<file path="config.mk">
export PLATFORM = sky130hd
export DESIGN_NAME = pulse_period_speed_meter
export DESIGN_NICKNAME = d
export VERILOG_FILES = /design/src/ppsm_pkg.sv /design/src/pulse_period_speed_meter.sv /design/src/ppsm_queue.sv /design/src/ppsm_front.sv /design/src/ppsm_back.sv
export SDC_FILE = /design/constraint.sdc
export NUM_CORES = 1
export LEC_CHECK = 0
export ABC_CLOCK_PERIOD_IN_PS = 6200
export BUFFER_PORTS_ARGS = -buffer_cell sky130_fd_sc_hd__buf_4
export CAP_MARGIN = 20
export CELL_PAD_IN_SITES_DETAIL_PLACEMENT = 0
export CELL_PAD_IN_SITES_GLOBAL_PLACEMENT = 1
export CORE_ASPECT_RATIO = 0.5
export CORE_MARGIN = 3
export CORE_UTILIZATION = 45
export CTS_CLUSTER_DIAMETER = 50
export CTS_CLUSTER_SIZE = 28
export DETAILED_ROUTE_END_ITERATION = 7
export PLACE_DENSITY = 0.86
export SLEW_MARGIN = 40
export SYNTH_ARGS = -nofsm -noshare
export SYNTH_HDL_FRONTEND = slang
export SYNTH_SLANG_ARGS = --single-unit
</file>
<file path="constraint.sdc">
create_clock -name clk -period 6.2 [get_ports clk]
set_input_delay 1.55 -clock clk [delete_from_list [all_inputs] [get_ports clk]]
set_output_delay 1.55 -clock clk [all_outputs]
set_load 0.05 [all_outputs]
</file>
<file path="src/ppsm_pkg.sv">
package ppsm_pkg;

	localparam int CFG_INDEX_W = 2;
	localparam int CFG_DATA_W  = 16;

	localparam logic [CFG_INDEX_W-1:0] REG_WHEEL_CIRC  = 2'd0;
	localparam logic [CFG_INDEX_W-1:0] REG_PULSES      = 2'd1;
	localparam logic [CFG_INDEX_W-1:0] REG_REFRESH     = 2'd2;

	localparam logic [15:0] RST_WHEEL_CIRC = 16'd2170;
	localparam logic [7:0]  RST_PULSES     = 8'd1;
	localparam logic [15:0] RST_REFRESH    = 16'd500;

	// 3.6 km/h per m/s times 100 for hundredths.
	localparam int NUM_W = 25;
	localparam logic [NUM_W-1:0] SPEED_SCALE = 25'd360;

	localparam int SPEED_W = 16;
	localparam int QUO_CNT_W = 4;

	localparam int QUEUE_DEPTH = 2;
	localparam int QUEUE_AW    = 1;

	typedef struct packed {
		logic level;
		logic updated;
		logic strobe;
	} ppsm_flags_t;

	localparam int FLAGS_W = $bits(ppsm_flags_t);

endpackage

</file>
<file path="src/pulse_period_speed_meter.sv">
// Pulse-period speed meter.
// Push one transaction per millisecond tick with the sampled encoder level on
// sensor_level; each accepted tick yields exactly one result transaction, in
// order, read from the result side while empty is low and taken with pop.
// A result carries the mirrored level, an update flag, the held speed in
// hundredths of km/h and the display refresh strobe.
// A tick without a rising edge passes through S_IDLE and S_OUT in the back end
// into the output register. A rising edge runs the speed calculation: a
// multiply step, a setup step and a restoring divider for the 16-bit quotient;
// the back end takes no new tick from the queue until its result is out.
// A two-entry queue between the edge detector and the divider lets ticks be
// accepted while a division runs; full rises when that queue fills.
// If the receiver stops popping, the output register holds its transaction,
// the back end waits, then the queue fills and full is raised.
// Reset clears counters, the held speed and the queue and loads the defaults:
// 2170 mm circumference, 1 pulse per turn, a refresh period of 500 ticks.
// The user must write configuration only while idle; the block does not check.
module pulse_period_speed_meter #(
	parameter int COUNT_WIDTH = 24
) (
	input  logic        clk,
	input  logic        arst_n,
	input  logic        push,
	output logic        full,
	input  logic        sensor_level,
	output logic        empty,
	input  logic        pop,
	output logic        pulse_mirror,
	output logic        speed_updated,
	output logic [15:0] speed_centi_kmh,
	output logic        refresh_strobe,
	input  logic        cfg_we,
	input  logic [ppsm_pkg::CFG_INDEX_W-1:0] cfg_index,
	input  logic [ppsm_pkg::CFG_DATA_W-1:0]  cfg_data
);
	import ppsm_pkg::*;

	localparam int QW = FLAGS_W + COUNT_WIDTH;

	logic [15:0]            circ_q;
	logic [7:0]             pulses_q;
	logic [15:0]            refresh_q;

	logic                   enq;
	logic                   deq;
	logic                   q_full;
	logic                   q_empty;
	ppsm_flags_t            enq_flags;
	logic [COUNT_WIDTH-1:0] enq_ticks;
	logic [QW-1:0]          q_rd_data;
	ppsm_flags_t            q_flags;
	logic [COUNT_WIDTH-1:0] q_ticks;

	always_ff @(posedge clk or negedge arst_n) begin
		if (!arst_n) begin
			circ_q    <= RST_WHEEL_CIRC;
			pulses_q  <= RST_PULSES;
			refresh_q <= RST_REFRESH;
		end else if (cfg_we) begin
			unique case (cfg_index)
				REG_WHEEL_CIRC: circ_q    <= cfg_data;
				REG_PULSES:     pulses_q  <= cfg_data[7:0];
				REG_REFRESH:    refresh_q <= cfg_data;
				default: begin
				end
			endcase
		end
	end

	assign full = q_full;

	ppsm_front #(
		.COUNT_WIDTH(COUNT_WIDTH)
	) u_front (
		.clk            (clk),
		.arst_n         (arst_n),
		.push           (push),
		.sensor_level   (sensor_level),
		.q_full         (q_full),
		.refresh_period (refresh_q),
		.enq            (enq),
		.flags          (enq_flags),
		.ticks          (enq_ticks)
	);

	ppsm_queue #(
		.W(QW)
	) u_queue (
		.clk     (clk),
		.arst_n  (arst_n),
		.wr      (enq),
		.wr_data ({enq_flags, enq_ticks}),
		.rd      (deq),
		.rd_data (q_rd_data),
		.full    (q_full),
		.empty   (q_empty)
	);

	assign q_flags = q_rd_data[QW-1:COUNT_WIDTH];
	assign q_ticks = q_rd_data[COUNT_WIDTH-1:0];

	ppsm_back #(
		.COUNT_WIDTH(COUNT_WIDTH)
	) u_back (
		.clk                    (clk),
		.arst_n                 (arst_n),
		.q_empty                (q_empty),
		.q_flags                (q_flags),
		.q_ticks                (q_ticks),
		.deq                    (deq),
		.wheel_circumference_mm (circ_q),
		.pulses_per_turn        (pulses_q),
		.pop                    (pop),
		.empty                  (empty),
		.pulse_mirror           (pulse_mirror),
		.speed_updated          (speed_updated),
		.speed_centi_kmh        (speed_centi_kmh),
		.refresh_strobe         (refresh_strobe)
	);

endmodule

</file>
<file path="src/ppsm_queue.sv">
module ppsm_queue #(
	parameter int W = 8
) (
	input  logic         clk,
	input  logic         arst_n,
	input  logic         wr,
	input  logic [W-1:0] wr_data,
	input  logic         rd,
	output logic [W-1:0] rd_data,
	output logic         full,
	output logic         empty
);
	import ppsm_pkg::*;

	logic [W-1:0]          mem_q [QUEUE_DEPTH];
	logic [QUEUE_AW-1:0]   wr_ptr_q;
	logic [QUEUE_AW-1:0]   rd_ptr_q;
	logic [QUEUE_AW:0]     count_q;

	assign full    = (count_q == (QUEUE_AW+1)'(QUEUE_DEPTH));
	assign empty   = (count_q == '0);
	assign rd_data = mem_q[rd_ptr_q];

	always_ff @(posedge clk or negedge arst_n) begin
		if (!arst_n) begin
			wr_ptr_q <= '0;
			rd_ptr_q <= '0;
			count_q  <= '0;
		end else begin
			if (wr) begin
				wr_ptr_q <= wr_ptr_q + 1'b1;
			end
			if (rd) begin
				rd_ptr_q <= rd_ptr_q + 1'b1;
			end
			if (wr && !rd) begin
				count_q <= count_q + 1'b1;
			end else if (rd && !wr) begin
				count_q <= count_q - 1'b1;
			end
		end
	end

	always_ff @(posedge clk) begin
		if (wr) begin
			mem_q[wr_ptr_q] <= wr_data;
		end
	end

endmodule

</file>
<file path="src/ppsm_front.sv">
module ppsm_front #(
	parameter int COUNT_WIDTH = 24
) (
	input  logic                   clk,
	input  logic                   arst_n,
	input  logic                   push,
	input  logic                   sensor_level,
	input  logic                   q_full,
	input  logic [15:0]            refresh_period,
	output logic                   enq,
	output ppsm_pkg::ppsm_flags_t  flags,
	output logic [COUNT_WIDTH-1:0] ticks
);
	import ppsm_pkg::*;

	logic                   prev_level_q;
	logic [COUNT_WIDTH-1:0] ticks_q;
	logic [15:0]            refresh_q;
	logic                   edge_det;
	logic                   strobe;
	logic [COUNT_WIDTH-1:0] ticks_base;
	logic [15:0]            refresh_base;

	assign enq      = push && !q_full;
	assign edge_det = sensor_level && !prev_level_q;
	assign strobe   = (refresh_q >= refresh_period);

	assign ticks_base   = edge_det ? '0 : ticks_q;
	assign refresh_base = strobe ? '0 : refresh_q;

	// The back end needs the count as it stood before this tick cleared it.
	assign flags.level   = sensor_level;
	assign flags.updated = edge_det;
	assign flags.strobe  = strobe;
	assign ticks         = ticks_q;

	always_ff @(posedge clk or negedge arst_n) begin
		if (!arst_n) begin
			prev_level_q <= 1'b0;
			ticks_q      <= '0;
			refresh_q    <= '0;
		end else if (enq) begin
			prev_level_q <= sensor_level;
			ticks_q      <= (ticks_base != '1) ? ticks_base + 1'b1 : ticks_base;
			refresh_q    <= (refresh_base != '1) ? refresh_base + 1'b1 : refresh_base;
		end
	end

endmodule

</file>
<file path="src/ppsm_back.sv">
module ppsm_back #(
	parameter int COUNT_WIDTH = 24
) (
	input  logic                   clk,
	input  logic                   arst_n,
	input  logic                   q_empty,
	input  ppsm_pkg::ppsm_flags_t  q_flags,
	input  logic [COUNT_WIDTH-1:0] q_ticks,
	output logic                   deq,
	input  logic [15:0]            wheel_circumference_mm,
	input  logic [7:0]             pulses_per_turn,
	input  logic                   pop,
	output logic                   empty,
	output logic                   pulse_mirror,
	output logic                   speed_updated,
	output logic [15:0]            speed_centi_kmh,
	output logic                   refresh_strobe
);
	import ppsm_pkg::*;

	localparam int DEN_W = COUNT_WIDTH + 8;
	localparam int WW    = COUNT_WIDTH + 26;

	typedef enum logic [2:0] {
		S_IDLE,
		S_MUL,
		S_PREP,
		S_DIV,
		S_OUT
	} state_t;

	state_t               state_q;
	ppsm_flags_t          flags_q;
	logic [COUNT_WIDTH-1:0] ticks_q;
	logic [NUM_W-1:0]     num_q;
	logic [DEN_W-1:0]     den_q;
	logic [WW-1:0]        rem_q;
	logic [WW-1:0]        div_q;
	logic [SPEED_W-1:0]   quo_q;
	logic [QUO_CNT_W-1:0] cnt_q;
	logic [SPEED_W-1:0]   speed_q;
	logic                 out_valid_q;
	logic                 out_level_q;
	logic                 out_updated_q;
	logic                 out_strobe_q;
	logic [SPEED_W-1:0]   out_speed_q;

	logic [WW-1:0]        dividend;
	logic [WW-1:0]        divisor;
	logic                 rem_ge;
	logic [SPEED_W-1:0]   quo_next;
	logic                 slot_free;

	assign deq       = (state_q == S_IDLE) && !q_empty;
	assign slot_free = !out_valid_q || pop;

	// Rounded quotient: (2*num + den) / (2*den).
	assign dividend = WW'({num_q, 1'b0}) + WW'(den_q);
	assign divisor  = WW'({den_q, 1'b0});
	assign rem_ge   = (rem_q >= div_q);
	assign quo_next = {quo_q[SPEED_W-2:0], rem_ge};

	assign empty           = !out_valid_q;
	assign pulse_mirror    = out_level_q;
	assign speed_updated   = out_updated_q;
	assign speed_centi_kmh = out_speed_q;
	assign refresh_strobe  = out_strobe_q;

	always_ff @(posedge clk or negedge arst_n) begin
		if (!arst_n) begin
			state_q       <= S_IDLE;
			flags_q       <= '0;
			ticks_q       <= '0;
			num_q         <= '0;
			den_q         <= '0;
			rem_q         <= '0;
			div_q         <= '0;
			quo_q         <= '0;
			cnt_q         <= '0;
			speed_q       <= '0;
			out_valid_q   <= 1'b0;
			out_level_q   <= 1'b0;
			out_updated_q <= 1'b0;
			out_strobe_q  <= 1'b0;
			out_speed_q   <= '0;
		end else begin
			if (pop && out_valid_q) begin
				out_valid_q <= 1'b0;
			end
			unique case (state_q)
				S_IDLE: begin
					if (!q_empty) begin
						flags_q <= q_flags;
						ticks_q <= q_ticks;
						state_q <= q_flags.updated ? S_MUL : S_OUT;
					end
				end
				S_MUL: begin
					num_q   <= NUM_W'(wheel_circumference_mm) * SPEED_SCALE;
					den_q   <= DEN_W'(pulses_per_turn) * DEN_W'(ticks_q);
					state_q <= S_PREP;
				end
				S_PREP: begin
					if (den_q == '0) begin
						speed_q <= '0;
						state_q <= S_OUT;
					end else if (dividend >= (divisor << SPEED_W)) begin
						speed_q <= '1;
						state_q <= S_OUT;
					end else begin
						rem_q   <= dividend;
						div_q   <= divisor << (SPEED_W - 1);
						quo_q   <= '0;
						cnt_q   <= QUO_CNT_W'(SPEED_W - 1);
						state_q <= S_DIV;
					end
				end
				S_DIV: begin
					if (rem_ge) begin
						rem_q <= rem_q - div_q;
					end
					div_q <= div_q >> 1;
					quo_q <= quo_next;
					cnt_q <= cnt_q - 1'b1;
					if (cnt_q == '0) begin
						speed_q <= quo_next;
						state_q <= S_OUT;
					end
				end
				S_OUT: begin
					if (slot_free) begin
						out_valid_q   <= 1'b1;
						out_level_q   <= flags_q.level;
						out_updated_q <= flags_q.updated;
						out_strobe_q  <= flags_q.strobe;
						out_speed_q   <= speed_q;
						state_q       <= S_IDLE;
					end
				end
				default: begin
					state_q <= S_IDLE;
				end
			endcase
		end
	end

endmodule
</file>
==> metrics.log <==
INFO  metric status = completed
INFO  metric clock_sinks = around 380
INFO  metric die_y = 181 um
INFO  metric critPathArrivalTime = 6100 ps
INFO  metric detailed_route_via_count = 20.9k
INFO  metric hold-worst-slack = 474 ps
INFO  metric setup.worst_path.class = flop to flop
INFO  metric synth_async_sr_flop_share = 0.856
INFO  metric drt-pass1-iter-count = 5
INFO  metric grt_overflow = 0
INFO  metric horiz_die_dim = 357 um
INFO  metric final_layout_size_suffix_gt1_frac = 0.0780
INFO  metric setup-violations-final = 0
INFO  metric htree_num_levels = 2
INFO  metric grt_antenna_before_repair = 0
INFO  metric core = 60100 um^2
INFO  metric hold_buffers = 0
INFO  metric worstSetupEndpointType = flop
INFO  metric synth_nets = 3396
INFO  metric grt_setup_unrepaired = no
INFO  metric gpl.final_weighted_congestion = between 0.9 and 1
INFO  metric max_cap_viol_count = 0
INFO  metric top_level_ports = 45
INFO  metric syn_inst = 3013
INFO  metric avgRoutedWirePerCell = 16.8 um
INFO  metric final_antenna_net_count = 0
INFO  metric grt_pass1_vias = 20.6k
INFO  metric synth_top_flop_cell = sky130_fd_sc_hd__dfrtp_1
INFO  metric drt_wl_total = 64400 um
INFO  metric postCtsSetupRepairBufs = 0
INFO  metric tightestPinTransition = around 800 ps
INFO  metric yosysSeqAreaShare = 0.350
INFO  metric synth_enable_flop_cells = 54
INFO  metric max_freq = 0.175 GHz
INFO  metric hold_viol_final = 0
INFO  metric netlist-cell-type-count = 77
INFO  metric worst_slew_margin_rel = 0.464
INFO  metric tritoncts_clock_tree = yes
INFO  metric fill_cells = 5563
INFO  metric worst_setup_hold_path_clk_slew = 80 ps
INFO  metric finalMaxSlewViolations = 0
INFO  metric clock_skew = about 47 ps
INFO  metric ctsLongestPathBuffers = 3
INFO  metric initial_core_util = 0.461
INFO  metric synthesis.area_per_instance = ~9 um^2
INFO  metric nets = 3379
INFO  metric syn2layout_area_growth = 9.60%
INFO  metric period_needed = 5700 ps
INFO  metric buffer_ports.inserted = 44
INFO  metric startpoint_type = flop
INFO  metric dr.first_iter.drc_count = approximately 1.8k
INFO  metric fin_crit_sh = 0.920
INFO  metric total_of_cells_resized_after_clock_tree_synthesis = 0
INFO  metric cp_max_fo = 9
INFO  metric setup-tns-final = 0 ps
INFO  metric syn-cell-area = 27700 um^2
INFO  metric routed_via_density = 5.44
INFO  metric worst_ep_required_time = 6590 ps
INFO  metric die-area = 64800 um^2
INFO  metric cts-root-buf = sky130_fd_sc_hd__clkbuf_16
INFO  metric numCtsBuffers = 37
INFO  metric synth-warning-count = 0
INFO  metric final_antenna_diode_count = 0
INFO  metric postSynthRegisterBits = 376
INFO  metric std_cell_rows = 63
INFO  metric drc_errors = 0
INFO  metric grt_max_degree = 120
INFO  metric detailedPlacementHpwl = 48900 um
INFO  metric clk_latency = 570 ps
INFO  metric grt_pass1_wl = 108000 um
INFO  metric grt.total_usage = 0.200
INFO  metric holdCritPathClass = flop to flop
[cells in the final DEF, fill, tap and decap left out, types with 7 or more instances in the layout]
| cell | n |
|---|---|
| sky130_fd_sc_hd__a211oi_1 | 22 |
| sky130_fd_sc_hd__a21o_1 | 68 |
| sky130_fd_sc_hd__a21oi_1 | 177 |
| sky130_fd_sc_hd__a22o_1 | 20 |
| sky130_fd_sc_hd__a31oi_1 | 46 |
| sky130_fd_sc_hd__and2_1 | 118 |
| sky130_fd_sc_hd__and3_1 | 25 |
| sky130_fd_sc_hd__buf_4 | 76 |
| sky130_fd_sc_hd__clkbuf_16 | 37 |
| sky130_fd_sc_hd__clkinv_16 | 7 |
| sky130_fd_sc_hd__dfrtp_1 | 309 |
| sky130_fd_sc_hd__dfstp_2 | 13 |
| sky130_fd_sc_hd__edfxtp_1 | 54 |
| sky130_fd_sc_hd__fa_1 | 160 |
| sky130_fd_sc_hd__ha_1 | 199 |
| sky130_fd_sc_hd__inv_1 | 344 |
| sky130_fd_sc_hd__mux2_2 | 47 |
| sky130_fd_sc_hd__mux2i_1 | 34 |
| sky130_fd_sc_hd__nand2_1 | 393 |
| sky130_fd_sc_hd__nand2b_1 | 23 |
| sky130_fd_sc_hd__nand3_1 | 60 |
| sky130_fd_sc_hd__nand4_1 | 36 |
| sky130_fd_sc_hd__nor2_1 | 164 |
| sky130_fd_sc_hd__nor2b_1 | 16 |
| sky130_fd_sc_hd__nor3_1 | 35 |
| sky130_fd_sc_hd__nor4_1 | 10 |
| sky130_fd_sc_hd__o211ai_1 | 29 |
| sky130_fd_sc_hd__o21a_1 | 11 |
| sky130_fd_sc_hd__o21ai_0 | 178 |
| sky130_fd_sc_hd__o21bai_1 | 17 |
| sky130_fd_sc_hd__o22ai_1 | 18 |
| sky130_fd_sc_hd__o31ai_1 | 8 |
| sky130_fd_sc_hd__xnor2_1 | 70 |
| sky130_fd_sc_hd__xor2_1 | 60 |
[per-layer routing]
metal	GRT usage	vias to the layer above	share of wire
met5	0	-	0
met4	0.0486	0	0.024
met3	0.0317	88	0.057
met2	0.300	485	0.43
met1	0.303	10100	0.49
li1	-	10200	-
[cell type report]
class / count / area, um^2 / area share
multi-input cells: 2153 / 16200 / 0.535
flip-flops and latches: 376 / 9700 / 0.319
inverters: 346 / 1300 / 0.0428
well taps: 812 / 1020 / 0.0335
clock buffers: 37 / 926 / 0.0305
repair buffers: 82 / 668 / 0.0220
clock inverters: 30 / 526 / 0.0173
[logic make-up after synthesis]
family	Yosys count	synth area share
and+or+nand+nor	925	0.156
xor gates and xnor gates	130	0.0411
AOI/OAI and AO/OA	658	0.150
muxes	81	0.0314
DFF	376	0.350
buffers and inverters	484	0.0665
adders and majority gates	359	0.206
[critical path: stages, from the launching register on]
cell and delay [ps]:
sky130_fd_sc_hd__dfrtp_1 470, sky130_fd_sc_hd__and2_1 210, sky130_fd_sc_hd__fa_1 540, sky130_fd_sc_hd__inv_1 60, sky130_fd_sc_hd__fa_1 520, sky130_fd_sc_hd__fa_1 530, sky130_fd_sc_hd__fa_1 540, sky130_fd_sc_hd__inv_1 40
sky130_fd_sc_hd__ha_1 350, sky130_fd_sc_hd__and4_1 240, sky130_fd_sc_hd__and3_1 180, sky130_fd_sc_hd__a32oi_1 250, sky130_fd_sc_hd__a2111oi_0 160, sky130_fd_sc_hd__buf_4 170, sky130_fd_sc_hd__nor3_1 240, sky130_fd_sc_hd__nor3_1 110
sky130_fd_sc_hd__or4_1 510, sky130_fd_sc_hd__a21oi_1 190, sky130_fd_sc_hd__xor2_1 150, sky130_fd_sc_hd__o21ai_0 80
[state kept, by name, indices dropped and copies added (netlist names), 22 cells and up]
| register | flops |
|---|---|
| u_back.num_q | 22 |
| u_queue.mem_q | 54 |
| u_front.ticks | 24 |
| u_back.den_q | 32 |
| u_back.ticks_q | 24 |
| u_back.rem_q | 50 |
| u_back.div_q | 48 |
[per-stage QoR]
| step | instance area (um^2) | instances | setup slack, ps | util |
|---|---|---|---|---|
| 3_3_place_gp | 28900 | 3768 | 578 | 0.481 |
| 3_5_place_dp | 28900 | 3768 | 419 | 0.481 |
| 5_1_grt | 30400 | 3836 | 73.5 | 0.505 |
| 6_report | 30400 | 3836 | 495 | 0.505 |
| 4_1_cts | 30300 | 3835 | 375 | 0.505 |
| 2_1_floorplan | 27700 | 3013 | 889 | - |
[cells in the mapped netlist (6+ instances only)]
library cell | instances | area share
sky130_fd_sc_hd__nand2_1 | 394 | 0.053
sky130_fd_sc_hd__inv_1 | 344 | 0.047
sky130_fd_sc_hd__dfrtp_1 | 309 | 0.28
sky130_fd_sc_hd__ha_1 | 199 | 0.090
sky130_fd_sc_hd__o21ai_0 | 178 | 0.032
sky130_fd_sc_hd__a21oi_1 | 177 | 0.032
sky130_fd_sc_hd__nor2_1 | 167 | 0.023
sky130_fd_sc_hd__fa_1 | 160 | 0.12
sky130_fd_sc_hd__clkbuf_1 | 119 | 0.016
sky130_fd_sc_hd__and2_1 | 118 | 0.027
sky130_fd_sc_hd__xnor2_1 | 70 | 0.022
sky130_fd_sc_hd__a21o_1 | 68 | 0.018
sky130_fd_sc_hd__nand3_1 | 60 | 0.011
sky130_fd_sc_hd__xor2_1 | 60 | 0.019
sky130_fd_sc_hd__edfxtp_1 | 54 | 0.059
sky130_fd_sc_hd__mux2_2 | 47 | 0.019
sky130_fd_sc_hd__a31oi_1 | 46 | 0.010
sky130_fd_sc_hd__nor3_1 | 37 | 0.0067
sky130_fd_sc_hd__nand4_1 | 36 | 0.0081
sky130_fd_sc_hd__mux2i_1 | 34 | 0.012
sky130_fd_sc_hd__o211ai_1 | 29 | 0.0079
sky130_fd_sc_hd__and3_1 | 25 | 0.0056
sky130_fd_sc_hd__nand2b_1 | 23 | 0.0052
sky130_fd_sc_hd__a211oi_1 | 22 | 0.0060
sky130_fd_sc_hd__a22o_1 | 20 | 0.0063
sky130_fd_sc_hd__o22ai_1 | 18 | 0.0041
sky130_fd_sc_hd__o21bai_1 | 17 | 0.0046
sky130_fd_sc_hd__nor2b_1 | 16 | 0.0036
sky130_fd_sc_hd__dfstp_2 | 13 | 0.012
sky130_fd_sc_hd__nor4_1 | 11 | 0.0025
sky130_fd_sc_hd__o21a_1 | 11 | 0.0030
sky130_fd_sc_hd__buf_2 | 9 | 0.0016
sky130_fd_sc_hd__o31ai_1 | 8 | 0.0022
sky130_fd_sc_hd__and4_1 | 6 | 0.0019
sky130_fd_sc_hd__buf_1 | 6 | 0.00081
sky130_fd_sc_hd__or2_2 | 6 | 0.0014
sky130_fd_sc_hd__or3_1 | 6 | 0.0014
[final timing paths]
| path | startpoint | endpoint | slack [ps] | cells past startpoint |
|---|---|---|---|---|
| worst min register to register | u_front.prev_level_q$_DFFE_PN0P_ | u_front.prev_level_q$_DFFE_PN0P_ | 470 | 2 |
| worst max-delay path | u_back.ticks_q[5]$_DFFE_PN0P_ | u_back.den_q[30]$_DFFE_PN0P_ | 500 | 19 |
| max in group asynchronous | arst_n | u_back.ticks_q[10]$_DFFE_PN0P_ | 4030 | 2 |
| min in group asynchronous | arst_n | u_back.rem_q[7]$_DFFE_PN0P_ | 1010 | 1 |
| worst min-delay path | u_front.prev_level_q$_DFFE_PN0P_ | u_front.prev_level_q$_DFFE_PN0P_ | 470 | 2 |
| worst max register to register | u_back.ticks_q[5]$_DFFE_PN0P_ | u_back.den_q[30]$_DFFE_PN0P_ | 500 | 19 |
Power is left out: the tool's default activity adds up to more than one toggle a clock period on the data nets, which glitch-free logic cannot reach.
